==> src/rcw_pkg.sv <==
// Package for the rolling checksum window unit: sizes, codes, payload types and helpers.
package rcw_pkg;

   // Window store depth and derived widths
   localparam int WINDOW_DEPTH = 4096;
   localparam int ADDR_W       = $clog2(WINDOW_DEPTH);
   localparam int LEN_W        = $clog2(WINDOW_DEPTH + 1);
   localparam int CFG_LEN_W    = 13;
   localparam int CMP_W        = (LEN_W > CFG_LEN_W) ? LEN_W : CFG_LEN_W;
   localparam int PROD_W       = LEN_W + 9;

   // Configuration port
   localparam int CSR_IDX_W  = 4;
   localparam int CSR_DATA_W = 16;
   localparam logic [CSR_IDX_W-1:0] CSR_WINDOW_LENGTH = CSR_IDX_W'(0);
   localparam logic [CSR_IDX_W-1:0] CSR_CHAR_OFFSET   = CSR_IDX_W'(1);

   localparam logic [CFG_LEN_W-1:0] WINDOW_LENGTH_RESET = CFG_LEN_W'(2048);
   localparam logic [7:0]           CHAR_OFFSET_RESET   = 8'd31;

   typedef struct packed {
      logic [7:0] data_byte;
      logic       restart;
   } req_type;

   typedef struct packed {
      logic [31:0] sum_low;
      logic [31:0] sum_high;
      logic        window_full;
      logic        evicted_valid;
      logic [7:0]  evicted_byte;
   } rsp_type;

   // Active configuration, held by the control block
   typedef struct packed {
      logic [LEN_W-1:0] length;
      logic [7:0]       offset;
   } cfg_type;

   // Item state passed from the access stage to the sum stage
   typedef struct packed {
      logic [7:0] data_byte;
      logic       restart;
      logic       rotate;
      logic       full;
   } meta_type;

   // Window length as used: zero means one, large values saturate to the depth
   function automatic logic [LEN_W-1:0] eff_length(input logic [CFG_LEN_W-1:0] value);
      logic [CMP_W-1:0] ext;
      logic [LEN_W-1:0] res;
      ext = CMP_W'(value);
      if (ext == '0) begin
         res = LEN_W'(1);
      end else if (ext > CMP_W'(WINDOW_DEPTH)) begin
         res = LEN_W'(WINDOW_DEPTH);
      end else begin
         res = LEN_W'(ext);
      end
      return res;
   endfunction

endpackage

==> src/rcw_sum.sv <==
// Sum stage: updates s1 and s2 from the store read data and holds the result register.
module rcw_sum (
   input  logic              clock,
   input  logic              reset,
   input  logic              accept,
   input  rcw_pkg::meta_type meta,
   input  rcw_pkg::cfg_type  cfg,
   input  logic              clear_sums,
   input  logic [7:0]        old_byte,
   input  logic              rsp_stall,
   output logic              busy,
   output logic              rsp_valid,
   output rcw_pkg::rsp_type  rsp_data
);

   logic              stage_valid_ff, stage_valid_in;
   rcw_pkg::meta_type stage_meta_ff;
   logic [31:0]       s1_ff, s1_in;
   logic [31:0]       s2_ff, s2_in;
   logic              rsp_valid_ff, rsp_valid_in;
   rcw_pkg::rsp_type  rsp_data_ff, rsp_data_in;

   logic                        advance;
   logic [31:0]                 s1_base;
   logic [31:0]                 s2_base;
   logic [31:0]                 s1_next;
   logic [31:0]                 s2_next;
   logic [rcw_pkg::PROD_W-1:0]  drop;

   assign advance = stage_valid_ff && !(rsp_valid_ff && rsp_stall);
   assign busy    = stage_valid_ff && !advance;

   // Rolling update: fill adds byte plus offset, rotate swaps old for new
   always_comb begin
      s1_base = stage_meta_ff.restart ? 32'd0 : s1_ff;
      s2_base = stage_meta_ff.restart ? 32'd0 : s2_ff;
      drop    = rcw_pkg::PROD_W'(cfg.length) *
                rcw_pkg::PROD_W'({1'b0, old_byte} + {1'b0, cfg.offset});
      if (stage_meta_ff.rotate) begin
         s1_next = s1_base + 32'(stage_meta_ff.data_byte) - 32'(old_byte);
         s2_next = s2_base + s1_next - 32'(drop);
      end else begin
         s1_next = s1_base + 32'(stage_meta_ff.data_byte) + 32'(cfg.offset);
         s2_next = s2_base + s1_next;
      end
   end

   // Stage, sum and result register updates
   always_comb begin
      stage_valid_in = accept ? 1'b1 : (advance ? 1'b0 : stage_valid_ff);
      s1_in          = s1_ff;
      s2_in          = s2_ff;
      rsp_valid_in   = rsp_valid_ff && rsp_stall;
      rsp_data_in    = rsp_data_ff;
      if (advance) begin
         s1_in                     = s1_next;
         s2_in                     = s2_next;
         rsp_valid_in              = 1'b1;
         rsp_data_in.sum_low       = s1_next;
         rsp_data_in.sum_high      = s2_next;
         rsp_data_in.window_full   = stage_meta_ff.full;
         rsp_data_in.evicted_valid = stage_meta_ff.rotate;
         rsp_data_in.evicted_byte  = stage_meta_ff.rotate ? old_byte : 8'd0;
      end
      if (clear_sums) begin
         s1_in = '0;
         s2_in = '0;
      end
   end

   always_ff @(posedge clock) begin
      if (reset) begin
         stage_valid_ff <= 1'b0;
         rsp_valid_ff   <= 1'b0;
         s1_ff          <= '0;
         s2_ff          <= '0;
      end else begin
         stage_valid_ff <= stage_valid_in;
         rsp_valid_ff   <= rsp_valid_in;
         s1_ff          <= s1_in;
         s2_ff          <= s2_in;
      end
   end

   // Payload registers
   always_ff @(posedge clock) begin
      if (accept) begin
         stage_meta_ff <= meta;
      end
      rsp_data_ff <= rsp_data_in;
   end

   assign rsp_valid = rsp_valid_ff;
   assign rsp_data  = rsp_data_ff;

endmodule

==> config.mk <==
export PLATFORM = sky130hd
export DESIGN_NAME = rcw_sum
export DESIGN_NICKNAME = d
export VERILOG_FILES = /design/src/rcw_pkg.sv /design/src/rcw_sum.sv
export SDC_FILE = /design/constraint.sdc
export NUM_CORES = 1
export LEC_CHECK = 0
export BUFFER_PORTS_ARGS = -buffer_cell sky130_fd_sc_hd__buf_2
export CORE_UTILIZATION = 35
export DETAILED_ROUTE_END_ITERATION = 16
export PLACE_DENSITY = 0.48
export RECOVER_POWER = 100
export SLEW_MARGIN = 20
export SYNTH_ARGS = -nofsm -noshare
export SYNTH_HDL_FRONTEND = slang
export SYNTH_SLANG_ARGS = --single-unit
==> constraint.sdc <==
create_clock -name clock -period 9.5 [get_ports clock]
set_input_delay 1.9 -clock clock [delete_from_list [all_inputs] [get_ports clock]]
set_output_delay 1.9 -clock clock [all_outputs]
set_load 0.01 [all_outputs]
==> summary.md, run 1 <==
| Metric | Value |
|---|---|
| Outcome | complete, but fails checks |
| Failing checks | max-capacitance violations, max-slew violations |
| Arrival @ worst endpoint | 9.23 ns |
| Area Overhead vs Synth | 11.0% |
| Seq cells post-synth | 151 |
| CTS tree | yes |
| Setup crit end kind | register |
| Antenna violations before repair | 1 |
| Cts hold-fix bufs | 0 |
| Htree depth | 4 |
| Critical Setup Path Class | in -> reg |
| Final ANT Viol Nets | 0 |
| Area of the core | 46500 µm² |
| Drt wl/cell | 18.3 µm |
| Final Skew | 0.0160 ns |
| Sequential fraction of the synthesis area | 23.6% |
| Final hold viol count | 0 |
| Slew headroom | -134% |
| Share of cells above drive strength 1 | 7.09% |
| Top_reg_cell synth | edfxtp_1 |
| Final Wtd Congestion | 0.900 |
| Hold Startpoint | stage_meta_ff[0]$_DFFE_PP_ |
| Diode count | 0 |
| FFs w/ async S/R, synth | 0% |
| Worst Path Required | 9.87 ns |
| Worst Tran Pin Value | 3.51 ns |
| Metal3 WL | 1780 µm |
| Post-synth EDFFs | 85 |
| Total number of vias | 13700 |
| Clock latency on the worst-skew pair | 0.50 ns |
| FMAX | 0.113 GHz |
| Die footprint | 47800 µm² |
| Final setup viols | 0 |
| Commonest non-fill, non-tap cell in the layout | nand2_1 |
| Nets | 2331 |
| Setup bufs post-CTS | 0 |
| Drt drc | 0 |
| First-pass GRT wire length | 76100 µm |
| Worst r2r src | stage_meta_ff[2]$_DFFE_PP_ |
| Fin Hold WS | 0.439 ns |
| Yosys warnings | 0 |
| Metal-1 WL | 20800 µm |
| Met2 WL | 24300 µm |
| # resized after CTS | 0 |
| Mapped Area | 16400 µm² |
| Max clock buf depth | 2 |
| Crit path max fanout | 13 |
| Uppermost routed layer | met5 |
| Largest net degree at the start of global routing | 75 |
| Most frequent cells in the layout | nand2_1, inv_1, nor2_1, ha_1, fa_1 |
| Ports | 121 |
| Max cap viols | 4 |
| Syn nets | 2223 |
| Synth Instances | 1910 |
| CP most frequent cell | fa_1 |
| Hold Crit Endpoint | rsp_data[9]$_DFFE_PP_ |
| Setup TNS | 0 ns |
| RR Endpoint | s2_ff[30]$_SDFFE_PP0P_ |
| Gr ovfl total | 0 |
| Min Tclk post-route | 8.86 ns |
| CTS Buf Count | 17 |
| Worst setup SP type | input port |
| Initial core utilization | 35.4% |
| Avg Cell Area, Syn | 8.60 µm² |
| # port buffers | 120 |
| RSZ-0062 raised after global routing | no |
| R2R cell count | 30 |
| Filler cell count | 4882 |
| Worst Hold Path Cells | 0 |
| DR iter-0 viols | 852 |
| Final Max Tran Viols | 262 |
| Reg clk slew, reported paths | 0.06 ns |
| # rows | 79 |
| Drt total wl | 48200 µm |
| Worst hold path class | reg -> reg |
| Initial DRT Pass Iterations | 5 |
| Die Height | 219 µm |
| Clk sinks | 151 |
| Period utilisation layout | 93.2% |
| Yosys cell types | 91 |
| Vias/cell | 5.21 |
| Worst path slowest cell | fa_1 |
| DIE WIDTH | 219 µm |
| Number of global-route vias before repair | 14000 |
| Slowest stage delay, CP | 0.56 ns |
| FF-to-FF setup slack | 0.83 ns |
| Tot GR Track Use | 21.0% |
| Clock root buffer master | clkbuf_16 |
| Post-DP HPWL | 38100 µm |
## flip-flops by register name, indices dropped and copies added (netlist names)
register,flops
rsp_data,74
rsp_valid,1
stage_meta_ff,11
stage_valid_ff,1
s2_ff,32
s1_ff,32
## metrics by stage
step	cells	instance area (µm²)	worst slack (ns)	utilization [%]
after global routing	2638	18200	0.151	39.3
after CTS	2638	18400	0.828	39.6
after detailed placement	2606	17900	0.319	38.5
final	2638	18200	0.644	39.3
after global placement	2606	17900	0.371	38.5
after floorplan	1910	16400	0.823	-
## critical path: cells and delay by family
kind / cells / cell delay (ns)
AOI/OAI and AO/OA: 13 / 2.35
xor gates and xnor gates: 2 / 0.34
adders and majority gates: 8 / 3.28
buffers and inverters: 8 / 0.93
and+or+nand+nor: 2 / 0.41
## area by class of cell
class                      count  area, µm²  area share [%]
tap                          607        759            4.16
sequential                   151       3870            21.2
clock inverter                14        105           0.576
timing repair buffer         167        835            4.58
clock buffer                  18        429            2.35
multi-input combinational   1464      11400            62.6
inverter                     217        816            4.47
## Yosys cell counts, drive strengths merged (6+ instances only)
master / count / area, µm²
a211oi: 12 / 95.1
a21o: 39 / 293
a21oi: 111 / 559
a31oi: 11 / 68.8
and2: 38 / 238
and3: 19 / 119
buf: 12 / 65.1
clkbuf: 66 / 249
dfxtp: 66 / 1320
edfxtp: 85 / 2550
fa: 126 / 2520
ha: 142 / 1780
inv: 216 / 811
mux2: 16 / 180
mux2i: 10 / 100
nand2: 241 / 905
nand2b: 27 / 169
nand3: 27 / 140
nand4: 23 / 144
nand4b: 6 / 52.6
nor2: 158 / 593
nor2b: 30 / 188
nor3: 47 / 250
nor4: 12 / 87.6
o211a: 7 / 77.6
o21a: 22 / 165
o21ai: 66 / 334
o21bai: 14 / 105
o22ai: 6 / 43.8
o2bb2ai: 6 / 52.6
o31ai: 6 / 50.1
or2: 9 / 56.3
or3: 13 / 86.3
or4: 9 / 67.6
xnor2: 79 / 699
xor2: 56 / 498
## layer usage
metal / vias up / GRT usage [%]
met4: 2 / 6.99
met1: 6706 / 25.7
met3: 57 / 3.34
met2: 279 / 37.1
met5: - / 0
li1: 6702 / -
## worst max-delay path by stage
stage                     startpoint                      to  slack (ns)  cells after the start
final                         cfg[0]  s2_ff[30]$_SDFFE_PP0P_        0.64                     33
after global routing          cfg[0]  s2_ff[30]$_SDFFE_PP0P_        0.15                     33
after CTS                     cfg[1]  s2_ff[30]$_SDFFE_PP0P_        0.83                     31
after detailed placement      cfg[1]  s2_ff[30]$_SDFFE_PP0P_        0.32                     31
after global placement        cfg[1]  s2_ff[30]$_SDFFE_PP0P_        0.37                     31
after floorplan               cfg[0]  s2_ff[30]$_SDFFE_PP0P_        0.82                     30
## kinds of logic (layout without fill, tap and decap cells)
logic type / after synthesis / after routing / share of synthesized area [%]
buffers and inverters: 295 / 416 / 6.87
DFF: 151 / 151 / 23.6
and+or+nand+nor: 680 / 680 / 20.0
adders and majority gates: 268 / 268 / 26.2
muxes: 26 / 26 / 1.71
AOI/OAI and AO/OA: 355 / 355 / 14.5
xor gates and xnor gates: 135 / 135 / 7.29
Power of run 1 is not shown: default switching activity piles up to over one toggle a cycle in this logic, so the estimate is an artifact.
==> inputs of run 2 (changes only) <==
CTS_BUF_LIST = sky130_fd_sc_hd__clkbuf_2   (was not set)
==> summary.md, run 2 (same netlist as run 1, synthesis figures left out) <==
| Metric | Value |
|---|---|
| Outcome | complete, but fails checks |
| Failing checks | max-capacitance violations, max-slew violations |
| Final Skew | 0.0680 ns (+0.0519 ns) |
| Worst Path Required | 10.47 ns (+0.60 ns) |
| Filler cell count | 4933 (+1.0%) |
| # resized after CTS | 0 (unchanged) |
| CTS tree | yes |
| Setup bufs post-CTS | 0 (unchanged) |
| Crit path max fanout | 42 (+29) |
| # rows | 79 (unchanged) |
| Worst setup SP type | register |
| Setup crit end kind | register |
| Slowest stage delay, CP | 0.80 ns (+0.24 ns) |
| First-pass GRT wire length | 76000 µm (-0.17%) |
| Cts hold-fix bufs | 0 (unchanged) |
| Max FFs per register | 74 (unchanged) |
| Fin cells | 2643 (+0.19%) |
| Final ANT Viol Nets | 0 (unchanged) |
| Most frequent cells in the layout | nand2_1, inv_1, nor2_1, ha_1, fa_1 |
| CTS Buf Count | 17 (unchanged) |
| DIE WIDTH | 219 µm (unchanged) |
| Vias/cell | 5.22 (+0.17%) |
| Slew headroom | -136% (-2.7 points) |
| RSZ-0062 raised after global routing | no |
| Crit path max-delay family | simple AND/OR/NAND/NOR gates |
| Final hold viol count | 0 (unchanged) |
| Max clock buf depth | 2 (unchanged) |
| Final Max Tran Viols | 262 (unchanged) |
| Initial core utilization | 35.4% (unchanged) |
| Final setup viols | 0 (unchanged) |
| Total number of vias | 13800 (+0.36%) |
| Drt wl/cell | 18.2 µm (about the same) |
| Htree depth | 4 (unchanged) |
| Initial DRT Pass Iterations | 5 (unchanged) |
| Die Height | 219 µm (unchanged) |
| Arrival @ worst endpoint | 9.74 ns (+0.51 ns) |
| Drt total wl | 48200 µm (+0.15%) |
| Setup TNS | 0 ns (unchanged) |
| Final Wtd Congestion | 0.900 (unchanged) |
| # port buffers | 120 (unchanged) |
| Area Overhead vs Synth | 8.95% |
| Reg clk slew, reported paths | 0.24 ns (+0.18 ns) |
| Fin area | 17900 µm² (-1.8%) |
| Clock root buffer master | clkbuf_2 |
| Fin Hold WS | 0.467 ns (+0.0283 ns) |
| Crit path buf inv count | 6 (-2) |
| DR iter-0 viols | 928 (+8.9%) |
| Worst Hold Path Cells | 2 (+2) |
| Tot GR Track Use | 21.0% (about the same) |
| Drt drc | 0 (unchanged) |
| Share of cells above drive strength 1 | 6.94% (-0.15 points) |
| Nets | 2331 (unchanged) |
| Largest net degree at the start of global routing | 75 (unchanged) |
| Area of the core | 46500 µm² (unchanged) |
| Period utilisation layout | 92.3% (-0.87 points) |
| # placed instances | 2606 (unchanged) |
| Stages on the worst setup path | 30 (-9.1%) |
| Clk sinks | 151 (unchanged) |
| Antenna violations before repair | 3 (+2) |
| Gr ovfl total | 0 (unchanged) |
| Critical Setup Path Class | reg -> reg |
| Number of global-route vias before repair | 14000 (-0.14%) |
| Worst hold path class | reg -> reg |
| CP most frequent cell | inv_1 |
| Min Tclk post-route | 8.77 ns (-0.0830 ns) |
| Ports | 121 (unchanged) |
| Post-DP HPWL | 38100 µm (unchanged) |
| Max cap viols | 4 (unchanged) |
| Worst Tran Pin Value | 3.55 ns (+0.0406 ns) |
| Commonest non-fill, non-tap cell in the layout | nand2_1 |
| Die footprint | 47800 µm² (unchanged) |
| Worst path slowest cell | o21ai_0 |
| R2R cell count | 30 (unchanged) |
| FMAX | 0.114 GHz (+0.95%) |
| Clock latency on the worst-skew pair | 1.09 ns (+0.59 ns) |
| Placed Area | 17900 µm² (unchanged) |
run 2: changes by cell type in the layout (fill, tap and decap cells not counted), moves of 2 or more:
cell / delta
buf_4: -2
clkbuf_16: -17
clkbuf_2: +18
diode_2: +5
run 2: path summary, 6_finish.rpt:
kind,from,end,slack (ns)
max,stage_meta_ff[2]$_DFFE_PP_,s2_ff[30]$_SDFFE_PP0P_,0.73
min,s2_ff[8]$_SDFFE_PP0P_,s2_ff[8]$_SDFFE_PP0P_,0.47
max reg2reg,stage_meta_ff[2]$_DFFE_PP_,s2_ff[30]$_SDFFE_PP0P_,0.73
min reg2reg,s2_ff[8]$_SDFFE_PP0P_,s2_ff[8]$_SDFFE_PP0P_,0.47
run 2: metrics by stage:
stage / setup slack, ns / utilization, %
final: 0.727 / 38.5
after detailed placement: 0.319 / 38.5
after global routing: 0.225 / 38.5
after floorplan: 0.823 / -
after global placement: 0.371 / 38.5
after CTS: 0.881 / 38.9
run 2: cell type report:
class                   count  area (µm²)  area share (%)
diodes                      5        12.5          0.0699
repair buffers            167         830            4.63
well taps                 607         759            4.24
flip-flops and latches    151        3870            21.6
multi-input cells        1464       11400            63.8
clock inverters            14         105           0.587
clock buffers              18        90.1           0.503
inverters                 217         816            4.56
run 2: worst min-delay path: stages (launching register included):
cell     delay, ns
dfxtp_1       0.36
nand2_1       0.05
a21oi_1       0.05
run 2: layer usage:
metal  track usage, %  vias to the layer above  share of wire (%)
met5                0                        -              0.097
met4             6.76                        2                2.3
met3             3.41                       53                3.8
met2             37.3                      298                 51
met1             25.7                     6726                 43
li1                 -                     6716                  -
Power of run 2 is left out for the same reason.
