<file path="config.mk">
export PLATFORM = sky130hd
export DESIGN_NAME = rcw_ctrl
export DESIGN_NICKNAME = d
export VERILOG_FILES = /design/src/rcw_pkg.sv /design/src/rcw_ctrl.sv
export SDC_FILE = /design/constraint.sdc
export NUM_CORES = 1
export LEC_CHECK = 0
export ABC_AREA = 1
export BUFFER_PORTS_ARGS = -buffer_cell sky130_fd_sc_hd__buf_2
export CELL_PAD_IN_SITES_DETAIL_PLACEMENT = 1
export CELL_PAD_IN_SITES_GLOBAL_PLACEMENT = 1
export CORE_UTILIZATION = 43
export CTS_CLUSTER_SIZE = 30
export DETAILED_ROUTE_END_ITERATION = 16
export PLACE_DENSITY = 0.93
export SYNTH_ARGS = -nofsm -noshare
export SYNTH_HDL_FRONTEND = slang
export SYNTH_SLANG_ARGS = --single-unit
export TNS_END_PERCENT = 20
</file>
<file path="constraint.sdc">
create_clock -name clock -period 8.3 [get_ports clock]
set_input_delay 0.415 -clock clock [delete_from_list [all_inputs] [get_ports clock]]
set_output_delay 0.415 -clock clock [all_outputs]
set_load 0.01 [all_outputs]
</file>
<file path="src/rcw_pkg.sv">
// Package for the rolling checksum window unit: sizes, codes, payload types and helpers.
package rcw_pkg;

   // Window store depth and derived widths
   localparam int WINDOW_DEPTH = 4096;
   localparam int ADDR_W       = $clog2(WINDOW_DEPTH);
   localparam int LEN_W        = $clog2(WINDOW_DEPTH + 1);
   localparam int CFG_LEN_W    = 13;
   localparam int CMP_W        = (LEN_W > CFG_LEN_W) ? LEN_W : CFG_LEN_W;
   localparam int PROD_W       = LEN_W + 9;

   // Configuration port
   localparam int CSR_IDX_W  = 4;
   localparam int CSR_DATA_W = 16;
   localparam logic [CSR_IDX_W-1:0] CSR_WINDOW_LENGTH = CSR_IDX_W'(0);
   localparam logic [CSR_IDX_W-1:0] CSR_CHAR_OFFSET   = CSR_IDX_W'(1);

   localparam logic [CFG_LEN_W-1:0] WINDOW_LENGTH_RESET = CFG_LEN_W'(2048);
   localparam logic [7:0]           CHAR_OFFSET_RESET   = 8'd31;

   typedef struct packed {
      logic [7:0] data_byte;
      logic       restart;
   } req_type;

   typedef struct packed {
      logic [31:0] sum_low;
      logic [31:0] sum_high;
      logic        window_full;
      logic        evicted_valid;
      logic [7:0]  evicted_byte;
   } rsp_type;

   // Active configuration, held by the control block
   typedef struct packed {
      logic [LEN_W-1:0] length;
      logic [7:0]       offset;
   } cfg_type;

   // Item state passed from the access stage to the sum stage
   typedef struct packed {
      logic [7:0] data_byte;
      logic       restart;
      logic       rotate;
      logic       full;
   } meta_type;

   // Window length as used: zero means one, large values saturate to the depth
   function automatic logic [LEN_W-1:0] eff_length(input logic [CFG_LEN_W-1:0] value);
      logic [CMP_W-1:0] ext;
      logic [LEN_W-1:0] res;
      ext = CMP_W'(value);
      if (ext == '0) begin
         res = LEN_W'(1);
      end else if (ext > CMP_W'(WINDOW_DEPTH)) begin
         res = LEN_W'(WINDOW_DEPTH);
      end else begin
         res = LEN_W'(ext);
      end
      return res;
   endfunction

endpackage

</file>
<file path="src/rcw_ctrl.sv">
// Access stage: configuration registers, fill count, oldest pointer and store addressing.
module rcw_ctrl (
   input  logic                          clock,
   input  logic                          reset,
   input  logic                          accept,
   input  rcw_pkg::req_type              req_data,
   input  logic                          csr_write,
   input  logic [rcw_pkg::CSR_IDX_W-1:0]  csr_index,
   input  logic [rcw_pkg::CSR_DATA_W-1:0] csr_wdata,
   output logic [rcw_pkg::ADDR_W-1:0]     ram_addr,
   output rcw_pkg::meta_type              meta,
   output rcw_pkg::cfg_type               cfg,
   output logic                          clear_sums
);

   rcw_pkg::cfg_type            cfg_ff, cfg_in;
   logic [rcw_pkg::ADDR_W-1:0]  ptr_ff, ptr_in;
   logic [rcw_pkg::LEN_W-1:0]   fill_ff, fill_in;
   logic                        full_ff, full_in;

   logic                        full_c;
   logic [rcw_pkg::LEN_W-1:0]   fill_c;
   logic [rcw_pkg::ADDR_W-1:0]  ptr_c;
   logic [rcw_pkg::ADDR_W-1:0]  idx;
   logic [rcw_pkg::LEN_W-1:0]   idx_next;
   logic                        len_write;

   // Configuration decode
   always_comb begin
      cfg_in    = cfg_ff;
      len_write = 1'b0;
      if (csr_write) begin
         unique case (csr_index)
            rcw_pkg::CSR_WINDOW_LENGTH: begin
               cfg_in.length = rcw_pkg::eff_length(csr_wdata[rcw_pkg::CFG_LEN_W-1:0]);
               len_write     = 1'b1;
            end
            rcw_pkg::CSR_CHAR_OFFSET: begin
               cfg_in.offset = csr_wdata[7:0];
            end
            default: begin
            end
         endcase
      end
   end

   // Window position for this item, after an optional restart
   always_comb begin
      full_c   = req_data.restart ? 1'b0 : full_ff;
      fill_c   = req_data.restart ? '0 : fill_ff;
      ptr_c    = req_data.restart ? '0 : ptr_ff;
      ptr_in   = ptr_ff;
      fill_in  = fill_ff;
      full_in  = full_ff;
      idx      = '0;
      idx_next = '0;
      if (!full_c) begin
         if (fill_c < cfg_ff.length) begin
            idx = fill_c[rcw_pkg::ADDR_W-1:0];
         end
         idx_next = rcw_pkg::LEN_W'(idx) + rcw_pkg::LEN_W'(1);
         if (accept) begin
            fill_in = idx_next;
            full_in = (idx_next >= cfg_ff.length);
            ptr_in  = ptr_c;
         end
      end else begin
         if (rcw_pkg::LEN_W'(ptr_c) < cfg_ff.length) begin
            idx = ptr_c;
         end
         idx_next = rcw_pkg::LEN_W'(idx) + rcw_pkg::LEN_W'(1);
         if (accept) begin
            ptr_in  = (idx_next >= cfg_ff.length) ? '0 : idx_next[rcw_pkg::ADDR_W-1:0];
            fill_in = fill_c;
            full_in = 1'b1;
         end
      end
      if (len_write) begin
         ptr_in  = '0;
         fill_in = '0;
         full_in = 1'b0;
      end
   end

   always_ff @(posedge clock) begin
      if (reset) begin
         cfg_ff.length <= rcw_pkg::eff_length(rcw_pkg::WINDOW_LENGTH_RESET);
         cfg_ff.offset <= rcw_pkg::CHAR_OFFSET_RESET;
         ptr_ff        <= '0;
         fill_ff       <= '0;
         full_ff       <= 1'b0;
      end else begin
         cfg_ff  <= cfg_in;
         ptr_ff  <= ptr_in;
         fill_ff <= fill_in;
         full_ff <= full_in;
      end
   end

   assign ram_addr       = idx;
   assign meta.data_byte = req_data.data_byte;
   assign meta.restart   = req_data.restart;
   assign meta.rotate    = full_c;
   assign meta.full      = full_in;
   assign cfg            = cfg_ff;
   assign clear_sums     = len_write;

endmodule

</file>
==> run_results.csv, run 1 <==
group,metric,value,unit
hold_path,min_path_type,"in -> reg",
critical_path,path_max_fanout,25,
die,die_w,102,um
sta,hold_viol,0,
cts,clock-sinks,47,
sta,maxSlewHeadroom,33.8,%
logic_synthesis,syn_nets,754,
logic_synthesis,synth_cell_types,42,
sta,tightest_slew,0.989,ns
logic_synthesis,netlist_area,4340,um^2
pwr,power_switching,0.000202,W
cts,cts_made_buffers,5,
final_layout,final_cell_mix,"nand2_1 (149), inv_1 (102), buf_2 (58)",
sta,timing.fmax,193,MHz
drt,wl_per_cell,18.2,um
pwr,switching_share,37.0,%
die,rows,36,
global_routing,grt_overflow,0,
cts,postCtsSetupBuffers,0,
drt,vias,4771,
logic_synthesis,synth_edf_count,0,
die,die_h,102,um
critical_path,path_class,"in -> out",
final_layout,area_growth,9.25,%
placement,globalplace.congestion,0.999,
pwr,ir_drop,0.0728,mV
placement,dp.cells,834,
global_routing,grt_max_degree,35,
sta,min_period_over_period,62.4,%
sta,setup_tns,0,ns
cts,cts_resized,0,
cts,clkTransAtPathRegs,0.11,ns
drt,ant_nets,0,
final_layout,fill_cells,1354,
die,core-area,9770,um^2
die,initial_core_util,44.4,%
drt,drtPass1Iterations,4,
final_layout,fin_util,48.5,%
logic_synthesis,syn-mean-instance-area,6.48,um^2
global_routing,grt_pass1_vias,5180,
critical_path,cp_data_required_time,7.89,ns
global_routing,antenna_found_initial,0,
die,die-area,10500,um^2
die,num_io_pins,78,
final_layout,drive_gt1_share,15.8,%
pwr,power.internal,0.000343,W
cts,cts-root-buf,"clkbuf_8",
final_layout,instances_no_fill,842,
placement,dp_hpwl,12.0,mm
placement,port-buffer-count,58,
sta,setup_violations,0,
logic_synthesis,syn_inst,670,
cts,ctsHoldBuffers,0,
logic_synthesis,yosys_warnings,0,
drt,drt_wl_total,15.3,mm
drt,via_per_inst,5.67,
final_layout,n_antenna_cell,0,
critical_path,critPathLaunchType,"primary input",
pwr,p_comb_share,25.4,%
pwr,p_per_area,115,nW/um^2
cts,clockBufferDepth,2,
critical_path,arrival,4.77,ns
sta,skew,0.0103,ns
drt,drt_iter0_markers,201,
critical_path,end_kind,"output pin",
logic_synthesis,ys.flop_type,"dfxtp_1",
job,cap_viol_max_count,0,
drt,post-route-drc-count,0,
pwr,clkPwrFrac,30.2,%
status,status,"finished, final reports clean",
sta,final-max-slew-violation-count,0,
global_routing,grtUsageTotal,31.0,%
pwr,seqPwrFrac,44.4,%
cts,clk_latency,0.32,ns
logic_synthesis,ys_ff_latch,47,
logic_synthesis,async_flop_share,0,%
logic_synthesis,yosysSeqAreaShare,21.7,%
cts,cts_tree,"done",
pwr,leakage,2.42,nW
sta,whs,0.359,ns
global_routing,grt_first_pass_wirelength,24.9,mm
sta,period_needed,5.18,ns
cts,htree_levels,2,
sta,grt_setup_unrepaired,"no",
final_layout,nets,792,
final_layout,layout_commonest_cell,"nand2_1",
-- state kept, by name, indices dropped and copies added, names as in the netlist --
name and flops:
fill_ff 13, full_ff 1, cfg 21, ptr_ff 12
-- logic make-up after synthesis --
group	Yosys count	share of synthesized area, %
DFF	47	21.7
AOI/OAI and AO/OA	122	15.5
and+or+nand+nor	307	33.5
buffers and inverters	138	13.5
xor gates and xnor gates	5	1.18
adders and majority gates	51	14.7
-- power by group through the flow --
stage / Sequential [W] / Clock [W] / Combinational (W)
after global placement: 0.000246 / 0 / 0.000126
after detailed placement: 0.000247 / 0 / 0.000135
after floorplan: 0.000245 / 0 / 0.0000994
final: 0.000242 / 0.000164 / 0.000138
after global routing: 0.000243 / 0.000175 / 0.000154
after CTS: 0.000242 / 0.000165 / 0.000137
-- worst max-delay path: stages --
cell and delay (ns):
buf_2 0.48, inv_4 0.16, nand2_1 0.20, inv_1 0.07, ha_1 0.28, nand2_1 0.09
nor2_1 0.05, nand2_1 0.06, nand3_1 0.10, nand2_2 0.14, nand2_4 0.12, nor3_1 0.36
ha_1 0.28, nand3_2 0.11, clkinv_2 0.12, nand3_1 0.10, and2_1 0.19, ha_1 0.31
a21oi_1 0.13, o21ai_0 0.10, nand2_1 0.09, o211a_1 0.14, nand2_1 0.06, nor4_1 0.34
nor3_1 0.07, buf_2 0.16
-- worst paths after layout --
kind	from	endpoint	slack [ns]	cells after the start
setup reg to reg	ptr_ff[6]$_SDFFE_PP0P_	ptr_ff[8]$_SDFFE_PP0P_	3.27	25
hold / removal	csr_wdata[7]	cfg[7]$_SDFFE_PP0P_	0.36	3
setup / recovery	req_data[0]	meta[0]	3.12	26
hold reg to reg	cfg[4]$_SDFFE_PP1P_	cfg[4]$_SDFFE_PP1P_	0.49	2
-- synthesized netlist by cell type, types with 9 or more instances --
cell type	count	area share (%)
nand2_1	149	13
inv_1	102	8.8
ha_1	51	15
nor2_1	49	4.2
o21ai_0	49	5.7
dfxtp_1	47	22
a21oi_1	46	5.3
nand3_1	30	3.5
nand4_1	23	3.3
buf_4	11	1.9
nand2_2	10	1.4
clkbuf_1	9	0.78
nor2_2	9	1.3
nor3_1	9	1.0
o22ai_1	9	1.3
-- routing by layer --
layer,GRT usage [%],vias to the layer above,share of wire [%]
li1,-,2274,-
met5,0,-,0
met1,33.8,2345,41
met2,57.9,104,52
met3,4.17,48,3.0
met4,15.8,0,3.8
-- layout make-up --
class                      count  area, um^2  share of cell area (%)
sequential                    47         941                    19.8
clock buffer                   5        68.8                    1.45
tap                          133         166                    3.51
timing repair buffer          59         298                    6.28
clock inverter                 3        28.8                   0.607
multi-input combinational    485        2820                    59.4
inverter                     110         424                    8.94
-- metrics by stage --
stage / instance area (um^2) / power (W) / worst slack (ns)
after detailed placement: 4640 / 0.000382 / 2.98
after global placement: 4640 / 0.000372 / 3.18
after global routing: 4740 / 0.000571 / 2.79
after floorplan: 4340 / 0.000344 / 4.08
after CTS: 4740 / 0.000543 / 3.23
final: 4740 / 0.000544 / 3.12
Power figures use the tool's default switching activity.
==> run 2, diff against run 1 <==
--- a/config.mk
+++ b/config.mk
@@ -5,14 +5,14 @@
 export SDC_FILE = /design/constraint.sdc
 export NUM_CORES = 1
 export LEC_CHECK = 0
-export ABC_AREA = 1
+export ABC_AREA = 0
 export BUFFER_PORTS_ARGS = -buffer_cell sky130_fd_sc_hd__buf_2
 export CELL_PAD_IN_SITES_DETAIL_PLACEMENT = 1
 export CELL_PAD_IN_SITES_GLOBAL_PLACEMENT = 1
-export CORE_UTILIZATION = 43
+export CORE_UTILIZATION = 37
 export CTS_CLUSTER_SIZE = 30
 export DETAILED_ROUTE_END_ITERATION = 16
-export PLACE_DENSITY = 0.93
+export PLACE_DENSITY = 0.83
 export SYNTH_ARGS = -nofsm -noshare
 export SYNTH_HDL_FRONTEND = slang
 export SYNTH_SLANG_ARGS = --single-unit
==> constraint.sdc (replaced) <==
create_clock -name clock -period 4.3 [get_ports clock]
set_input_delay 0.215 -clock clock [delete_from_list [all_inputs] [get_ports clock]]
set_output_delay 0.215 -clock clock [all_outputs]
set_load 0.01 [all_outputs]
==> run_results.csv, run 2 <==
group,metric,value,unit
sta,setup_violations,13,
drt,drt_wl_total,19.4,mm
job,cap_viol_max_count,0,
logic_synthesis,synth_edf_count,0,
placement,dp_hpwl,12.6,mm
die,die_w,107,um
critical_path,path_class,"reg -> reg",
die,num_io_pins,78,
placement,place_area,5070,um^2
final_layout,final_cell_mix,"buf_4 (96), nand2_1 (62), buf_2 (57)",
logic_synthesis,yosys_warnings,0,
sta,maxSlewHeadroom,22.9,%
final_layout,nets,753,
logic_synthesis,netlist_area,4100,um^2
critical_path,arrival,5.06,ns
sta,skew,0.0143,ns
logic_synthesis,yosysTopAreaCell,"dfxtp_1",
die,core-area,10800,um^2
critical_path,crit_top_cell,"nand3_2",
die,initial_core_util,38.0,%
drt,wl_per_cell,23.9,um
pwr,leakage,2.41,nW
sta,final-max-slew-violation-count,0,
pwr,ir_drop,0.144,mV
critical_path,cpPeakStageDelay,0.42,ns
global_routing,grt_first_pass_wirelength,26.4,mm
global_routing,antenna_found_initial,0,
cts,cts_made_buffers,5,
drt,ant_nets,0,
logic_synthesis,synth_top_area_share,23.0,%
sta,min_period_over_period,113,%
critical_path,critPathBufInv,1,
final_layout,drive_gt1_share,36.7,%
logic_synthesis,synth_most_common_cell,"nand2_1",
sta,grt_setup_unrepaired,"yes",
critical_path,crit_path_top_delay_cell,"dfxtp_1",
cts,clkTransAtPathRegs,0.10,ns
logic_synthesis,async_flop_share,0,%
logic_synthesis,ys.flop_type,"dfxtp_1",
critical_path,crit_chain,"nor2b_2 -> ha_4 -> nand4b_1 -> o32ai_2 -> a31oi_2 -> nand2_2 -> nor2_2 -> ha_2 -> nand4_1 -> nor3_4 -> nand3_2 -> xor2_2 -> nor2_1 -> ha_1 -> o211ai_1 -> a311oi_2 -> nor4_2 -> nand3_2 -> buf_4 -> a31oi_1",
final_layout,layout_commonest_cell,"buf_4",
drt,via_per_inst,6.18,
pwr,p_per_area,174,nW/um^2
cts,clock-sinks,47,
drt,vias,5002,
critical_path,end_kind,"flip-flop",
final_layout,area_growth,36.5,%
die,die-area,11500,um^2
drt,post-route-drc-count,0,
cts,clockBufferDepth,2,
placement,globalplace.congestion,0.931,
critical_path,cp_data_required_time,4.51,ns
critical_path,cp_top_family,"simple AND/OR/NAND/NOR gates",
logic_synthesis,syn_nets,626,
logic_synthesis,synth_cell_types,65,
drt,drt_iter0_markers,355,
cts,cts_tree,"done",
logic_synthesis,ys_ff_latch,47,
hold_path,min_path_type,"in -> reg",
final_layout,fill_cells,1301,
logic_synthesis,synth_common_cells,"nand2_1 (63), ha_1 (51), nor2_1 (51)",
sta,tightest_slew,1.15,ns
logic_synthesis,ys_top_cells_by_area,"dfxtp_1 (23%), ha_1 (16%), nand2_1 (5.8%)",
logic_synthesis,syn-mean-instance-area,7.56,um^2
drt,drtPass1Iterations,5,
final_layout,fin_util,51.8,%
sta,period_needed,4.85,ns
final_layout,instances_no_fill,810,
critical_path,path_max_fanout,4,
die,die_h,107,um
sta,timing.fmax,206,MHz
die,rows,38,
critical_path,critPathLaunchType,"flip-flop",
final_layout,largest_register_ffs,21,
logic_synthesis,yosysSeqAreaShare,23.0,%
final_layout,final_area,5590,um^2
status,violations,"setup timing",
cts,ctsHoldBuffers,0,
sta,finalWorstSetupSlack,-0.550,ns
global_routing,grtUsageTotal,30.1,%
global_routing,grt_pass1_vias,5146,
placement,port-buffer-count,58,
placement,dp.cells,791,
cts,htree_levels,2,
global_routing,grt_max_degree,33,
cts,cts-root-buf,"clkbuf_8",
global_routing,grt_overflow,0,
final_layout,n_antenna_cell,0,
sta,hold_viol,0,
status,status,"complete, but fails checks",
cts,clk_latency,0.34,ns
logic_synthesis,syn_inst,542,
[run 2: report_power, final]
part	switching [W]	internal, W
Sequential	0.00000801	0.000444
Combinational	0.000125	0.0000785
Clock	0.000185	0.000132
[run 2: final timing paths]
| kind | start | to | slack [ns] | cells past startpoint |
|---|---|---|---|---|
| max reg2reg | ptr_ff[11]$_SDFFE_PP0P_ | ptr_ff[8]$_SDFFE_PP0P_ | -0.55 | 20 |
| max | ptr_ff[11]$_SDFFE_PP0P_ | ptr_ff[8]$_SDFFE_PP0P_ | -0.55 | 20 |
| min | csr_wdata[3] | cfg[11]$_SDFFE_PP0P_ | 0.11 | 3 |
| min reg2reg | cfg[5]$_SDFFE_PP0P_ | cfg[5]$_SDFFE_PP0P_ | 0.47 | 2 |
[run 2: per-stage QoR]
step / worst slack (ns) / TNS, ns / hold slack (ns) / total power [W]
2_1_floorplan: -0.434 / -1.08 / 0.309 / 0.000575
3_3_place_gp: -0.223 / -1.58 / 0.430 / 0.000626
3_5_place_dp: -0.455 / -5.50 / 0.430 / 0.000637
4_1_cts: -0.523 / -4.42 / 0.119 / 0.000946
5_1_grt: -0.719 / -5.94 / 0.131 / 0.00100
6_report: -0.550 / -3.63 / 0.113 / 0.000972
[run 2: final cells by class]
class	instances	area (um^2)	share of cell area, %
Tap cell	140	175	3.13
Multi-Input combinational cell	426	3170	56.7
Inverter	31	119	2.13
Timing Repair Buffer	158	1070	19.2
Clock buffer	6	82.6	1.48
Clock inverter	2	16.3	0.291
Sequential cell	47	955	17.1
[run 2: what timing repair did]
action                     in CTS  in global routing
setup buffers                   5                  6
gates resized for setup        29                 49
setup endpoints to repair      14                 14
pin swaps                      25                 23
[run 2: worst register-to-register path, stage by stage, from the launching register on]
cell and delay, ns:
dfxtp_1 0.42, nor2b_2 0.26, ha_4 0.24, nand4b_1 0.20, o32ai_2 0.15, a31oi_2 0.23, nand2_2 0.15, nor2_2 0.15
ha_2 0.20, nand4_1 0.16, nor3_4 0.28, nand3_2 0.16, xor2_2 0.23, nor2_1 0.09, ha_1 0.33, o211ai_1 0.32
a311oi_2 0.09, nor4_2 0.36, nand3_2 0.18, buf_4 0.20, a31oi_1 0.34
[run 2: cells by family after synthesis]
family          after synthesis  share of synthesized area (%)
simple gates                233                           29.2
mux                           2                          0.489
flops                        47                           23.0
fa+ha+maj                    51                           15.6
compound gates              121                           19.9
buf+inv                      69                           7.82
xor+xnor                     19                           4.06
[run 2: layer usage]
metal / wire (um) / global-route usage [%] / up-vias
met1: 7120 / 33.5 / 2458
met4: 1330 / 15.9 / 0
met3: 1170 / 5.23 / 117
met2: 9740 / 54.3 / 236
li1: - / - / 2191
met5: 0 / 0 / -
